==> src/bptc_pkg.sv <==
package bptc_pkg;

  // Field and coefficient widths
  localparam int RAW_W   = 24;
  localparam int COEF_W  = 16;
  localparam int TEMP_W  = 19;
  localparam int PRES_W  = 32;
  localparam int ADDR_W  = 5;
  localparam int DATA_W  = 32;

  // Internal datapath widths
  localparam int DT_W    = RAW_W + 1;              // signed temperature difference
  localparam int MUL_W   = DT_W + COEF_W + 1;      // dT times a coefficient
  localparam int DSQ_W   = 2 * DT_W;               // dT squared
  localparam int T2_W    = 18;                     // dT^2 >> 31 stays below 2^17
  localparam int SQ_W    = 35;                     // (TEMP-2000)^2 and (TEMP+1500)^2
  localparam int CORR_W  = 38;                     // OFF2 and SENS2
  localparam int OFF_W   = 41;                     // OFF and SENS, signed
  localparam int HI_W    = OFF_W - RAW_W;          // upper slice of SENS for the split product
  localparam int PL_W    = 2 * RAW_W;              // low partial product
  localparam int PH_W    = RAW_W + 1 + HI_W;       // high partial product, signed
  localparam int PROD_W  = PH_W + RAW_W;           // full D1 * SENS
  localparam int X_W     = PROD_W - 21;            // D1 * SENS >> 21
  localparam int DIFF_W  = X_W + 1;

  // Shift amounts of the compensation formulas
  localparam int TEMP_SH      = 23;
  localparam int T2_SH        = 31;
  localparam int OFF_SH       = 7;
  localparam int SENS_SH      = 8;
  localparam int OFF_BASE_SH  = 16;
  localparam int SENS_BASE_SH = 15;
  localparam int PROD_SH      = 21;
  localparam int PRES_SH      = 15;

  // Temperature constants in hundredths of a degree
  localparam logic signed [TEMP_W-1:0] TEMP_REF      = 19'sd2000;
  localparam logic signed [TEMP_W-1:0] TEMP_COLD_OFS = 19'sd3500;   // 2000 + 1500

  // Cycles from an accepted start to the result strobe
  localparam int LATENCY = 9;

  // Register indexes
  localparam logic [2:0] REG_C1 = 3'd0;
  localparam logic [2:0] REG_C2 = 3'd1;
  localparam logic [2:0] REG_C3 = 3'd2;
  localparam logic [2:0] REG_C4 = 3'd3;
  localparam logic [2:0] REG_C5 = 3'd4;
  localparam logic [2:0] REG_C6 = 3'd5;

  typedef struct packed {
    logic [COEF_W-1:0] c1;
    logic [COEF_W-1:0] c2;
    logic [COEF_W-1:0] c3;
    logic [COEF_W-1:0] c4;
    logic [COEF_W-1:0] c5;
    logic [COEF_W-1:0] c6;
  } bptc_coef_t;

  typedef struct packed {
    logic              valid;
    logic [RAW_W-1:0]  d1;
    logic [TEMP_W-1:0] tc;
    logic [OFF_W-1:0]  off;
    logic [OFF_W-1:0]  sens;
  } bptc_mid_t;

endpackage

==> src/bptc_press.sv <==
module bptc_press (
  input  logic                                clk,
  input  logic                                rst_n,
  input  bptc_pkg::bptc_mid_t                 mid,
  output logic                                out_valid,
  output logic signed [bptc_pkg::TEMP_W-1:0]  out_temperature_centi,
  output logic signed [bptc_pkg::PRES_W-1:0]  out_pressure_pa
);
  import bptc_pkg::*;

  // Stage 7: split product of D1 and SENS
  logic                     v7_r;
  logic [PL_W-1:0]          pl7_r;
  logic signed [PH_W-1:0]   ph7_r;
  logic signed [OFF_W-1:0]  off7_r;
  logic [TEMP_W-1:0]        tc7_r;
  logic signed [PH_W-1:0]   ph7_nxt;

  // Stage 8: recombined product, scaled
  logic                     v8_r;
  logic signed [X_W-1:0]    x8_r;
  logic signed [OFF_W-1:0]  off8_r;
  logic [TEMP_W-1:0]        tc8_r;
  logic signed [PROD_W-1:0] prod8_nxt;

  // Stage 9: result register
  logic                     out_valid_r;
  logic signed [TEMP_W-1:0] temp_r;
  logic signed [PRES_W-1:0] pres_r;
  logic signed [DIFF_W-1:0] diff9_nxt;
  logic signed [PRES_W-1:0] pres_nxt;

  // Low partial product is unsigned, high one carries the sign of SENS
  assign ph7_nxt = $signed({1'b0, mid.d1}) * $signed(mid.sens[OFF_W-1:RAW_W]);

  assign prod8_nxt = $signed({ph7_r, {RAW_W{1'b0}}}) + $signed({{(PROD_W-PL_W){1'b0}}, pl7_r});

  // |D1 * SENS >> 21 - OFF| stays below 2^44, so P fits in 31 bits and the
  // 32-bit clamp can never engage; sign-extend straight into the result
  always_comb begin
    diff9_nxt = $signed({x8_r[X_W-1], x8_r})
              - $signed({{(DIFF_W-OFF_W){off8_r[OFF_W-1]}}, off8_r});
    pres_nxt  = {{(PRES_W-DIFF_W+PRES_SH){diff9_nxt[DIFF_W-1]}}, diff9_nxt[DIFF_W-1:PRES_SH]};
  end

  // Advance the valid bits
  always_ff @(posedge clk) begin
    if (!rst_n) begin
      v7_r        <= 1'b0;
      v8_r        <= 1'b0;
      out_valid_r <= 1'b0;
    end else begin
      v7_r        <= mid.valid;
      v8_r        <= v7_r;
      out_valid_r <= v8_r;
    end
  end

  // Advance the payload
  always_ff @(posedge clk) begin
    pl7_r  <= mid.d1 * mid.sens[RAW_W-1:0];
    ph7_r  <= ph7_nxt;
    off7_r <= $signed(mid.off);
    tc7_r  <= mid.tc;

    x8_r   <= prod8_nxt[PROD_W-1:PROD_SH];
    off8_r <= off7_r;
    tc8_r  <= tc7_r;

    temp_r <= $signed(tc8_r);
    pres_r <= pres_nxt;
  end

  assign out_valid             = out_valid_r;
  assign out_temperature_centi = temp_r;
  assign out_pressure_pa       = pres_r;

endmodule
==> config.mk <==
export PLATFORM = sky130hd
export DESIGN_NAME = bptc_press
export DESIGN_NICKNAME = d
export VERILOG_FILES = /design/src/bptc_pkg.sv /design/src/bptc_press.sv
export SDC_FILE = /design/constraint.sdc
export NUM_CORES = 2
export LEC_CHECK = 0
export BUFFER_PORTS_ARGS = -buffer_cell sky130_fd_sc_hd__buf_2
export CAP_MARGIN = 20
export CORE_ASPECT_RATIO = 2
export CORE_MARGIN = 5
export CORE_UTILIZATION = 63
export CTS_BUF_LIST = sky130_fd_sc_hd__clkbuf_4 sky130_fd_sc_hd__clkbuf_8
export DETAILED_ROUTE_END_ITERATION = 10
export PLACE_DENSITY_LB_ADDON = 0.15
export SLEW_MARGIN = 20
export SYNTH_ARGS = -nofsm -noshare
export SYNTH_HDL_FRONTEND = slang
export SYNTH_SLANG_ARGS = --single-unit
export TNS_END_PERCENT = 5
==> constraint.sdc <==
create_clock -name clk -period 14.1 [get_ports clk]
set_clock_uncertainty 0.05 [all_clocks]
set_input_delay 0.705 -clock clk [delete_from_list [all_inputs] [get_ports clk]]
set_output_delay 0.705 -clock clk [all_outputs]
set_load 0.05 [all_outputs]
==> results.py <==
metrics = {
    "die": {
        "die_h_um": 370.0,
        "num_io_pins": 180,
        "num_rows": 132,
        "die_w_um": 190.0,
        "initial_utilization_pct": 63.22,
        "dieArea_mm2": 0.07030,
        "core-area_mm2": 0.06458,
    },
    "yosys": {
        "ys_warn_count": 0,
        "synth_top_family_by_area": "adder cells",
        "synthMuxAreaShare_pct": 0,
        "synth_edf_count": 0,
        "synth_top_area_share_pct": 39.77,
        "postSynthCellCount": 4380,
        "async_flop_share_pct": 0,
        "syn_nets": 5699,
        "synth_area_leader_cell": "fa_1",
        "synth_area_mm2": 0.04083,
        "synth_xor_area_share_pct": 2.810,
        "yosys.area_share.simple_pct": 15.21,
        "synth_cell_type_count": 69,
        "ys_ff_latch": 287,
        "synth-adder-area-share_pct": 51.41,
        "seq_area_frac_synth_pct": 14.07,
        "synth_ff_type": "dfxtp_1",
        "syn_area_per_cell_um2": 9.321,
        "synth_area_leaders": "fa_1 (40%), dfxtp_1 (14%), ha_1 (12%)",
        "synth_compound_area_share_pct": 5.691,
    },
    "sta": {
        "slew_headroom_pct": 22.46,
        "grt_setup_unrepaired": "false",
        "tns_ns": 0,
        "setup_viol": 0,
        "max_freq_mhz": 129.3,
        "setup_ws_ns": 6.367,
        "fin_crit_sh_pct": 54.84,
        "drv_slew": 0,
        "fin_crit_ns": 7.733,
        "final_hold_viol_count": 0,
        "worst_pin_slew_ns": 1.163,
    },
    "clocking": {
        "path_clk_slew_ns": 0.09,
        "holdBufCountCts": 0,
        "clock_latency_ns": 0.60,
        "post_cts_buffers": 0,
        "cts.sinks": 287,
        "cts_root_buffer": "clkbuf_8",
        "cts_resized": 0,
        "clockBufferDepth": 3,
        "cts_tree": "built",
        "cts_buffers": 38,
        "h-tree-depth": 2,
    },
    "global_route": {
        "grt_pass1_vias": 34060,
        "grt_overflow": 0,
        "grt_max_degree": 42,
        "grt_pass1_wl_um": 172200,
        "grt_usage_pct": 31.49,
        "antenna_found_initial": 12,
    },
    "setup_path": {
        "r2r_end": "out_pressure_pa[28]$_DFF_P_",
        "crit_buf_inv": 4,
        "critPathTopFamily": "adder cells",
        "crit_path_max_incr_delay_ns": 0.85,
        "r2r_start": "off8_r[20]$_DFF_P_",
        "start_kind": "primary input",
        "cp_common_cell": "fa_1",
        "crit_path_top_delay_cell": "buf_2",
        "reg2reg_slack_ns": 10.50,
        "crit_required_ns": 14.51,
        "path_max_fanout": 41,
        "crit_chain": "buf_2 > nand2_1 > fa_1 > inv_1 > fa_1 > fa_1 > fa_1 > fa_1 > fa_1 > inv_1 > fa_1 > inv_1 > ha_1 > nand2_1 > o221ai_1 > a2111oi_0 > a21oi_1 > nand3_1 > o211a_1 > o31ai_1 > nor4_1 > nor3_1 > xnor2_1",
        "crit_arrival_ns": 8.14,
        "critical_path_class": "primary input to flip-flop",
        "cp-end-kind": "flip-flop",
        "r2r_cells": 12,
    },
    "routing": {
        "ant_nets": 0,
        "drcViolationCount": 0,
        "vias": 29790,
        "via_per_inst": 5.580,
        "wl_per_cell_um": 20.06,
        "firstDrtPassIters": 7,
        "dr.first_iter.drc_count": 1454,
        "wl_um": 107100,
    },
    "finish": {
        "fin_nets": 5753,
        "fin_area_mm2": 0.04315,
        "drive_gt1_share_pct": 6.475,
        "area_growth_syn_to_layout_pct": 5.688,
        "register_area_mm2": 0.005746,
        "nFillCells": 5320,
        "multi_input_area_mm2": 0.03067,
    },
    "place": {
        "post-dp-hpwl_um": 82540,
        "dp_slack_ns": 5.887,
        "postPlaceCellArea_mm2": 0.04227,
        "gp_congestion": 0.9184,
        "port_buffers": 179,
    },
    "status": {
        "status": "completed",
    },
    "min_path": {
        "min_path_cells": 1,
        "min_to": "tc7_r[3]$_DFF_P_",
        "worstHoldStart": "mid[85]",
        "hold_path_class": "primary input to flip-flop",
    },
    "run": {
        "cap_violations": 0,
    },
}
## cells in the mapped netlist, types with 17 or more instances
master    number
a21o_1        64
a21oi_1      103
and2_1       442
clkbuf_1     185
dfxtp_1      287
fa_1         811
ha_1         380
inv_1        985
nand2_1      571
nand2b_1      39
nand3_1       43
nand4_1       19
nor2_1        60
nor2b_1       19
nor3_1        17
o21a_1        18
o21ai_0       57
o21bai_1      21
xnor2_1       90
xor2_1        41
## how the worst max path moves through the flow
stage | end | slack (ns) | depth (start not counted) | start
after floorplan | pl7_r[47]$_DFF_P_ | 7.03 | 27 | mid[3]
after global placement | pl7_r[47]$_DFF_P_ | 6.04 | 23 | mid[107]
after detailed placement | pl7_r[47]$_DFF_P_ | 5.89 | 23 | mid[107]
after CTS | pl7_r[47]$_DFF_P_ | 6.52 | 23 | mid[107]
after global routing | pl7_r[47]$_DFF_P_ | 6.12 | 23 | mid[107]
final | pl7_r[47]$_DFF_P_ | 6.37 | 23 | mid[107]
## area by class of cell
type	instances	area share, %
Timing Repair Buffer	201	2.459
Antenna cell	5	0.02900
Tap cell	871	2.526
Sequential cell	287	13.32
Inverter	986	8.578
Clock inverter	14	0.4553
Clock buffer	55	1.551
Multi-Input combinational cell	2920	71.09
## per-layer routing
metal,track usage [%],up-vias,share of wire [%]
met1,32.03,14930,33
li1,-,13150,-
met5,0,-,0.055
met4,20.36,10,7.7
met3,4.733,531,6.2
met2,58.97,1173,53
## placed cells by master, fill, tap and decap left out, drive strengths merged, types with 4 or more instances in the layout
cell,count
nand4,19
nor3,17
and3,12
nor2,60
inv,988
a211oi,10
o21bai,22
fa,811
buf,201
o21a,18
diode,5
nor2b,19
o21ai,64
a21o,64
bufinv,4
nand2b,39
o211ai,7
a21boi,5
dfxtp,287
and2,442
a211o,6
clkbuf,55
xnor2,90
nand3,43
or2,4
or3,7
clkinv,8
nand2,571
a221o,4
ha,380
o31ai,4
xor2,41
a21oi,103
a31oi,7
and4,4
## registers in the layout, indices dropped and copies added, names as in the netlist, 27 cells and up
register and cells:
off7_r 41, ph7_r 42, off8_r 41, x8_r 45, pl7_r 27, out_pressure_pa 31
## through the flow
step	util [%]	hold slack, ns	cells
after floorplan	-	0.2596	4380
after global placement	65.46	0.2596	5265
after detailed placement	65.46	0.2621	5265
after CTS	66.80	0.1024	5334
after global routing	66.80	0.1244	5335
final	66.82	0.1446	5339
## cell families (layout without fill, tap and decap cells)
logic type,count (synthesis),count (layout)
buffers and inverters,1173,1256
XOR/XNOR,131,131
flip-flops,287,287
AO/OA/AOI/OAI,348,348
adder cells (fa/ha/maj),1191,1191
other,0,5
AND/OR/NAND/NOR,1250,1250
Power is left out: the tool's default activity adds up to more than one toggle a clock period on the data nets, which glitch-free logic cannot reach.
