<file path="config.mk">
export PLATFORM = sky130hd
export DESIGN_NAME = bptc_regs
export DESIGN_NICKNAME = d
export VERILOG_FILES = /design/src/bptc_pkg.sv /design/src/bptc_regs.sv
export SDC_FILE = /design/constraint.sdc
export NUM_CORES = 1
export LEC_CHECK = 0
export BUFFER_PORTS_ARGS = -buffer_cell sky130_fd_sc_hd__buf_2
export CORE_MARGIN = 10
export CORE_UTILIZATION = 45
export CTS_CLUSTER_DIAMETER = 40
export CTS_CLUSTER_SIZE = 12
export DETAILED_ROUTE_END_ITERATION = 6
export PLACE_DENSITY = 0.74
export SLEW_MARGIN = 0
export SYNTH_ARGS = -nofsm -noshare
export SYNTH_HDL_FRONTEND = slang
export SYNTH_SLANG_ARGS = --single-unit
</file>
<file path="constraint.sdc">
create_clock -name clk -period 3 [get_ports clk]
set_input_delay 0.6 -clock clk [delete_from_list [all_inputs] [get_ports clk]]
set_output_delay 0.6 -clock clk [all_outputs]
set_load 0.1 [all_outputs]
</file>
<file path="src/bptc_pkg.sv">
package bptc_pkg;

  // Field and coefficient widths
  localparam int RAW_W   = 24;
  localparam int COEF_W  = 16;
  localparam int TEMP_W  = 19;
  localparam int PRES_W  = 32;
  localparam int ADDR_W  = 5;
  localparam int DATA_W  = 32;

  // Internal datapath widths
  localparam int DT_W    = RAW_W + 1;              // signed temperature difference
  localparam int MUL_W   = DT_W + COEF_W + 1;      // dT times a coefficient
  localparam int DSQ_W   = 2 * DT_W;               // dT squared
  localparam int T2_W    = 18;                     // dT^2 >> 31 stays below 2^17
  localparam int SQ_W    = 35;                     // (TEMP-2000)^2 and (TEMP+1500)^2
  localparam int CORR_W  = 38;                     // OFF2 and SENS2
  localparam int OFF_W   = 41;                     // OFF and SENS, signed
  localparam int HI_W    = OFF_W - RAW_W;          // upper slice of SENS for the split product
  localparam int PL_W    = 2 * RAW_W;              // low partial product
  localparam int PH_W    = RAW_W + 1 + HI_W;       // high partial product, signed
  localparam int PROD_W  = PH_W + RAW_W;           // full D1 * SENS
  localparam int X_W     = PROD_W - 21;            // D1 * SENS >> 21
  localparam int DIFF_W  = X_W + 1;

  // Shift amounts of the compensation formulas
  localparam int TEMP_SH      = 23;
  localparam int T2_SH        = 31;
  localparam int OFF_SH       = 7;
  localparam int SENS_SH      = 8;
  localparam int OFF_BASE_SH  = 16;
  localparam int SENS_BASE_SH = 15;
  localparam int PROD_SH      = 21;
  localparam int PRES_SH      = 15;

  // Temperature constants in hundredths of a degree
  localparam logic signed [TEMP_W-1:0] TEMP_REF      = 19'sd2000;
  localparam logic signed [TEMP_W-1:0] TEMP_COLD_OFS = 19'sd3500;   // 2000 + 1500

  // Cycles from an accepted start to the result strobe
  localparam int LATENCY = 9;

  // Register indexes
  localparam logic [2:0] REG_C1 = 3'd0;
  localparam logic [2:0] REG_C2 = 3'd1;
  localparam logic [2:0] REG_C3 = 3'd2;
  localparam logic [2:0] REG_C4 = 3'd3;
  localparam logic [2:0] REG_C5 = 3'd4;
  localparam logic [2:0] REG_C6 = 3'd5;

  typedef struct packed {
    logic [COEF_W-1:0] c1;
    logic [COEF_W-1:0] c2;
    logic [COEF_W-1:0] c3;
    logic [COEF_W-1:0] c4;
    logic [COEF_W-1:0] c5;
    logic [COEF_W-1:0] c6;
  } bptc_coef_t;

  typedef struct packed {
    logic              valid;
    logic [RAW_W-1:0]  d1;
    logic [TEMP_W-1:0] tc;
    logic [OFF_W-1:0]  off;
    logic [OFF_W-1:0]  sens;
  } bptc_mid_t;

endpackage

</file>
<file path="src/bptc_regs.sv">
module bptc_regs (
  input  logic                         clk,
  input  logic                         rst_n,
  input  logic                         psel,
  input  logic                         penable,
  input  logic                         pwrite,
  input  logic [bptc_pkg::ADDR_W-1:0]  paddr,
  input  logic [bptc_pkg::DATA_W-1:0]  pwdata,
  output logic [bptc_pkg::DATA_W-1:0]  prdata,
  output logic                         pready,
  output bptc_pkg::bptc_coef_t         coef
);
  import bptc_pkg::*;

  bptc_coef_t coef_r;
  bptc_coef_t coef_nxt;
  logic       wr_en;
  logic [2:0] idx;

  assign pready = 1'b1;
  assign wr_en  = psel && penable && pwrite;
  assign idx    = paddr[ADDR_W-1:2];
  assign coef   = coef_r;

  // Decode the write transfer into one coefficient
  always_comb begin
    coef_nxt = coef_r;
    if (wr_en) begin
      case (idx)
        REG_C1:  coef_nxt.c1 = pwdata[COEF_W-1:0];
        REG_C2:  coef_nxt.c2 = pwdata[COEF_W-1:0];
        REG_C3:  coef_nxt.c3 = pwdata[COEF_W-1:0];
        REG_C4:  coef_nxt.c4 = pwdata[COEF_W-1:0];
        REG_C5:  coef_nxt.c5 = pwdata[COEF_W-1:0];
        REG_C6:  coef_nxt.c6 = pwdata[COEF_W-1:0];
        default: coef_nxt = coef_r;
      endcase
    end
  end

  always_ff @(posedge clk) begin
    if (!rst_n) begin
      coef_r <= '0;
    end else begin
      coef_r <= coef_nxt;
    end
  end

  // Return the addressed coefficient on a read
  always_comb begin
    case (idx)
      REG_C1:  prdata = {{(DATA_W-COEF_W){1'b0}}, coef_r.c1};
      REG_C2:  prdata = {{(DATA_W-COEF_W){1'b0}}, coef_r.c2};
      REG_C3:  prdata = {{(DATA_W-COEF_W){1'b0}}, coef_r.c3};
      REG_C4:  prdata = {{(DATA_W-COEF_W){1'b0}}, coef_r.c4};
      REG_C5:  prdata = {{(DATA_W-COEF_W){1'b0}}, coef_r.c5};
      REG_C6:  prdata = {{(DATA_W-COEF_W){1'b0}}, coef_r.c6};
      default: prdata = '0;
    endcase
  end

  a_wr_c5: assert property (@(posedge clk) disable iff (!rst_n)
    wr_en && (idx == REG_C5) |=> coef_r.c5 == $past(pwdata[COEF_W-1:0]))
    else $error("reference temperature write not taken");

  a_wr_unused: assert property (@(posedge clk) disable iff (!rst_n)
    wr_en && (idx > REG_C6) |=> $stable(coef_r))
    else $error("write to unused address changed a coefficient");

endmodule

</file>
==> results of run 1 <==
Yosys cell counts (2+ instances only):
cell,n
a221oi_1,2
buf_2,4
a22oi_1,14
conb_1,2
nor3_4,3
dfxtp_1,96
buf_4,21
nor3_1,2
buf_6,8
a221o_1,2
nor2_2,2
clkbuf_1,14
nor2b_1,3
o21ai_0,9
nor2_4,2
o211ai_1,3
nand2_1,116
mux2i_1,103
mux2_2,29
a32oi_1,7
a21oi_1,2
kinds of logic (layout without fill, tap and decap cells):
group	count (synthesis)	count (layout)	share of synthesized area [%]
muxes	132	132	30.1
and+or+nand+nor	133	133	13.6
AOI/OAI and AO/OA	39	39	6.24
DFF	96	96	42.6
buffers and inverters	49	178	7.27
other	2	17	0.167
final cells by class:
cell class	count	area (µm²)	area share (%)
clock inverter	7	70.1	1.21
sequential	96	1930	33.4
timing repair buffer	161	1130	19.5
inverter	1	3.75	0.0650
multi-input combinational	321	2350	40.8
tap	133	166	2.88
clock buffer	9	124	2.15
final timing paths:
check        startpoint   endpoint  slack, ps  cells after the start
min            coef[45]   coef[45]        470                      2
max            paddr[3]  prdata[1]        100                      5
min reg2reg    coef[45]   coef[45]        470                      2
max reg2reg    coef[52]   coef[52]       2300                      2
per-layer routing:
metal,track usage [%],up-vias,part of all wire (%)
li1,-,1810,-
met1,22.5,1864,40
met2,33.3,154,50
met3,5.20,18,8.3
met4,6.64,0,1.7
met5,0,-,0
where the power goes:
| group | internal [µW] | total (µW) | switching, µW |
|---|---|---|---|
| clock | 386 | 851 | 466 |
| combinational | 72.6 | 377 | 304 |
| sequential | 1280 | 1290 | 7.24 |
cell usage in the layout, fill, tap and decap left out, types with 2 or more instances in the layout:
cell type  synthesis  final
nor2b_1            3      3
a21oi_2            0      2
clkbuf_8           0      9
buf_2              4    118
conb_1             2     17
nand2_1          116    116
dfxtp_1           96     92
a22oi_1           14     14
dfxtp_2            0      4
mux2_2            29     29
nor3_1             2      2
nor2_4             2      2
a32oi_1            7      7
mux2i_1          103    103
clkinv_2           0      3
a221o_1            2      2
nor3_4             3      3
o21ai_2            0      8
buf_4             21     26
o211ai_1           3      3
nor2_2             2      2
a221oi_1           2      2
buf_12             0     17
tightest hold or removal path, stage by stage, from the launching register on:
cell and delay, ps:
dfxtp_1 320, nand2_1 50, mux2i_1 50
stage by stage:
stage	TNS, ps	instances	utilization (%)	hold slack [ps]	power (µW)
after floorplan	-789	466	-	687	1630
after global placement	0	712	57.1	447	1690
after detailed placement	0	712	57.1	457	1690
after CTS	0	728	59.0	472	2530
after global routing	0	728	59.0	486	2600
final	0	728	59.0	470	2520
==> flow_summary.yaml, run 1 <==
sta:
  layout_min_cycle_time_ps: 2900
  tightestPinTransition_ps: 1030
  fin_skew_ps: 0
  setup_viol: 0
  hold_violations: 0
  rsz0062_at_grt: "no"
  timing.final.crit_share_pct: 96.6
  setup_ws_ps: 102
  max_clock_freq_mhz: 345
  slew_violations: 0
  maxSlewHeadroom_pct: 30.9
global_routing:
  grt_pass1_wl_um: 22300
  track_usage_pct: 19.3
  grt_start_max_net_pins: 60
  grt_pass1_vias: 4036
  antenna_found_initial: 0
  grt_remaining_overflow: 0
cts:
  post-cts-setup-buffer-count: 0
  clk_path_buf_depth: 2
  clk_latency_ps: 360
  cts_made_buffers: 9
  path_clk_slew_ps: 80
  holdBufCountCts: 0
  ctsRootBufferMaster: "clkbuf_8"
  cts.repair.resized: 0
  tritoncts: "built"
  cts_sinks: 96
  htreeDepth: 3
placed_design:
  dpl.hpwl_um: 10500
  dpl_cell_area_mm2: 0.00558
  gp_congestion: 0.853
  pre_cts_ws_ps: 120
  io_buffers: 135
critical_path:
  crit_fanout: 12
  cp.arrival_ps: 2300
  criticalPathCategory: "in -> out"
  critPathTopFamily: "simple AND/OR/NAND/NOR gates"
  endpoint_kind: "output port"
  critPathRequiredTime_ps: 2400
  startpoint_type: "input pin"
  crit_slowest_cell: "nor2b_1"
  path_buf_inv: 2
  crit_chain: "buf_2 -> nor2b_1 -> a32oi_1 -> o211ai_1 -> buf_12"
  slowest_delay_ps: 830
final_layout:
  nets: 632
  largest_reg_flops: 96
  fillers: 870
  drive_gt1_share_pct: 38.5
  final_cell_area_mm2: 0.00577
  syn_to_final_growth_pct: 28.0
  antennaDiodeCount: 0
logic_synthesis:
  ys_types: 28
  ys_ff_latch: 96
  synthTopCellsByArea: "dfxtp_1 43%, mux2i_1 23%, nand2_1 9.7%"
  synth_area_per_cell_um2: 10.0
  synth_ff_type: "dfxtp_1"
  yosysWarnings: 0
  synth_top_area_share_pct: 42.6
  yosysTopAreaCell: "dfxtp_1"
  synth_cells: 451
  syn-cell-area_mm2: 0.00451
  synthArstFlopShare_pct: 0
  ys_seq_area_share_pct: 42.6
  synth_edf_count: 0
floorplanning:
  coreArea_mm2: 0.00977
  initial_core_util_pct: 46.1
  io_pins: 171
  die_x_um: 120
  num_rows: 36
  fp.dieH_um: 120
  dieArea_mm2: 0.0144
power_and_ir_drop:
  irDropWorstVdd_uv: 260
  leakagePower_uw: 0.00244
  powerDensity_mw_per_mm2: 436
worst_hold_path:
  hold_class: "reg -> reg"
route:
  drtIter0Drc: 233
  drc: 0
  viasPerCell: 5.28
  routedWlPerCell_um: 19.5
  drt-pass1-iter-count: 4
  num_vias: 3846
  routed_wirelength_um: 14200
  ant_nets: 0
run:
  cap_violations: 0
status:
  status: "finished, final reports clean"
Note: power is estimated with default switching activity, not from simulation.
==> inputs of run 2 (changes only) <==
Settings changed: ABC_AREA set to 1, PLACE_DENSITY 0.74 to 0.73.
==> run 2 against run 1 <==
Synthesized cell count rose by 74%; wire length rose by 19%; first-iteration DRC count rose by 100%; register-to-register slack improved by 30 ps; critical path depth rose by 3; core utilization fell by 3.0 points; via count rose by 36%; clock power rose by 13%; sequential power barely moved.
==> flow_summary.yaml, run 2 <==
status:
  status: "finished, final reports clean"
critical_path:
  crit_fanout: 18
  rr_endpoint: "coef[63]"
  r2r.worst_path.cells: 2
  crit_start: "paddr[4]"
  r2r_slack_ps: 2330
  criticalPathCategory: "in -> out"
  crit_path_end: "prdata[15]"
  startpoint_type: "input pin"
  r2r_start: "coef[63]"
  cp.arrival_ps: 2030
  endpoint_kind: "output port"
  critPathRequiredTime_ps: 2400
route:
  drtIter0Drc: 467
  routedWlPerCell_um: 16.3
  drc: 0
  routed_wirelength_um: 16900
  num_vias: 5233
  viasPerCell: 5.06
  drt-pass1-iter-count: 5
  ant_nets: 0
floorplanning:
  fp.dieH_um: 125
  coreArea_mm2: 0.0108
  dieArea_mm2: 0.0157
  io_pins: 171
  initial_core_util_pct: 45.9
  num_rows: 38
  die_x_um: 125
power_and_ir_drop:
  p_seq_share_pct: 47.0
  netSwitchingFraction_pct: 32.6
  p_comb_share_pct: 18.2
  p_int_uw: 1860
  power_uw: 2770
  leakagePower_uw: 0.00305
  powerDensity_mw_per_mm2: 456
  power_frac_clock_pct: 34.8
  irDropWorstVdd_uv: 248
  switchingPower_uw: 904
logic_synthesis:
  synth_cells: 784
  synth_top_family_by_area: "simple AND/OR/NAND/NOR gates"
  ys_ff_latch: 96
  synth_xor_area_share_pct: 0
  yosys-top-cells-count: "222 x nand2_1, 210 x nor2_1, 99 x nand3_1"
  synth_fa_ha_area_share_pct: 0
  yosysWarnings: 0
  synth_edf_count: 0
  synth.most_common_cell: "nand2_1"
  ys_seq_area_share_pct: 38.6
  syn-cell-area_mm2: 0.00498
  yosysTopAreaCell: "dfxtp_1"
  ys_types: 20
  synth_top_area_share_pct: 38.6
  synthMuxAreaShare_pct: 0
  synth_compound_area_share_pct: 0.201
  synthArstFlopShare_pct: 0
  synth-simple-area-share_pct: 49.7
  synth_area_per_cell_um2: 6.35
  synth_ff_type: "dfxtp_1"
  synthTopCellsByArea: "dfxtp_1 39%, nand2_1 17%, nor2_1 16%"
sta:
  tns_ps: 0
  rsz0062_at_grt: "no"
  slew_violations: 0
  tightestPinTransition_ps: 693
  timing.final.crit_share_pct: 87.5
  fin_skew_ps: 0
  setup_ws_ps: 375
  maxSlewHeadroom_pct: 53.7
  setup_viol: 0
  max_clock_freq_mhz: 381
  hold_violations: 0
  layout_min_cycle_time_ps: 2630
global_routing:
  grt_pass1_vias: 4681
  antenna_found_initial: 0
  grt_remaining_overflow: 0
  grt_start_max_net_pins: 57
  grt_pass1_wl_um: 26000
  track_usage_pct: 20.3
placed_design:
  dpl.hpwl_um: 12000
  pre_cts_ws_ps: 411
  io_buffers: 135
  gp_congestion: 0.892
  dpl_cell_area_mm2: 0.00586
final_layout:
  syn_to_final_growth_pct: 22.1
  antennaDiodeCount: 0
  final_cell_mix: "222 x nand2_1, 210 x nor2_1, 119 x buf_2"
  fillers: 1107
  mostFrequentLayoutCell: "nand2_1"
  multi_input_comb_area_mm2: 0.00255
  fin_util_pct: 56.0
  largest_reg_flops: 96
  final-seq-area_mm2: 0.00192
  nets: 933
  drive_gt1_share_pct: 20.9
  final_cell_area_mm2: 0.00607
cts:
  ctsRootBufferMaster: "clkbuf_8"
  htreeDepth: 3
  cts_made_buffers: 9
  post-cts-setup-buffer-count: 0
  tritoncts: "built"
  path_clk_slew_ps: 90
  clk_latency_ps: 360
  holdBufCountCts: 0
  clk_path_buf_depth: 2
  cts.repair.resized: 0
  cts_sinks: 96
run:
  cap_violations: 0
worst_hold_path:
  hold_class: "reg -> reg"
run 2: changes by cell type after synthesis, moves of 8 or more:
| cell | before | now |
|---|---|---|
| nand3_1 | 0 | 99 |
| a22oi_1 | 14 | 0 |
| buf_2 | 4 | 22 |
| mux2_2 | 29 | 0 |
| nor2_1 | 0 | 210 |
| nand4_1 | 0 | 30 |
| o21ai_0 | 9 | 0 |
| nand2_1 | 116 | 222 |
| mux2i_1 | 103 | 0 |
| inv_1 | 1 | 32 |
| clkbuf_1 | 14 | 6 |
| buf_1 | 1 | 9 |
| buf_4 | 21 | 30 |
run 2: how the worst min path moves through the flow:
stage,start,to,slack [ps],cells past startpoint
after global placement,coef[57],coef[57],480,2
after floorplan,pwdata[0],coef[32],860,4
after CTS,coef[17],coef[17],500,2
after detailed placement,coef[17],coef[17],490,2
after global routing,coef[4],coef[4],520,2
final,coef[17],coef[17],500,2
run 2: cells by family after synthesis:
family	Yosys count
and+or+nand+nor	578
buffers and inverters	106
DFF	96
AOI/OAI and AO/OA	2
other	2
run 2: cell type report:
type / instances / area share, %
repair buffers: 151 / 17.7
clock buffers: 10 / 2.27
multi-input cells: 597 / 42.0
well taps: 140 / 2.88
inverters: 36 / 2.25
clock inverters: 5 / 1.34
flip-flops and latches: 96 / 31.6
run 2: power groups by stage:
stage | registers [µW] | logic (µW) | clock network, µW
6_report | 1300 | 503 | 963
5_1_grt | 1300 | 528 | 1010
4_1_cts | 1300 | 498 | 965
3_5_place_dp | 1330 | 498 | 0
3_3_place_gp | 1330 | 497 | 0
2_1_floorplan | 1450 | 298 | 0
run 2: metrics by stage:
stage,std cells,hold slack [ps]
after floorplan,799,861
after global placement,1020,484
after detailed placement,1020,491
after CTS,1035,503
after global routing,1035,523
final,1035,502
run 2: per-layer routing:
layer / GRT usage, % / wire length [µm] / vias to the layer above / part of all wire (%)
met4: 7.72 / 463 / 0 / 2.7
met1: 25.3 / 7320 / 2358 / 43
met2: 32.0 / 7570 / 224 / 45
li1: - / - / 2626 / -
met3: 6.63 / 1520 / 25 / 9.0
met5: 0 / 0 / - / 0
run 2: critical path, stage by stage:
cell and delay (ps):
buf_2 260, clkinv_2 220, buf_4 270, nand3_2 140, nor2_1 50, a21oi_1 120, nand2_1 150, buf_12 200
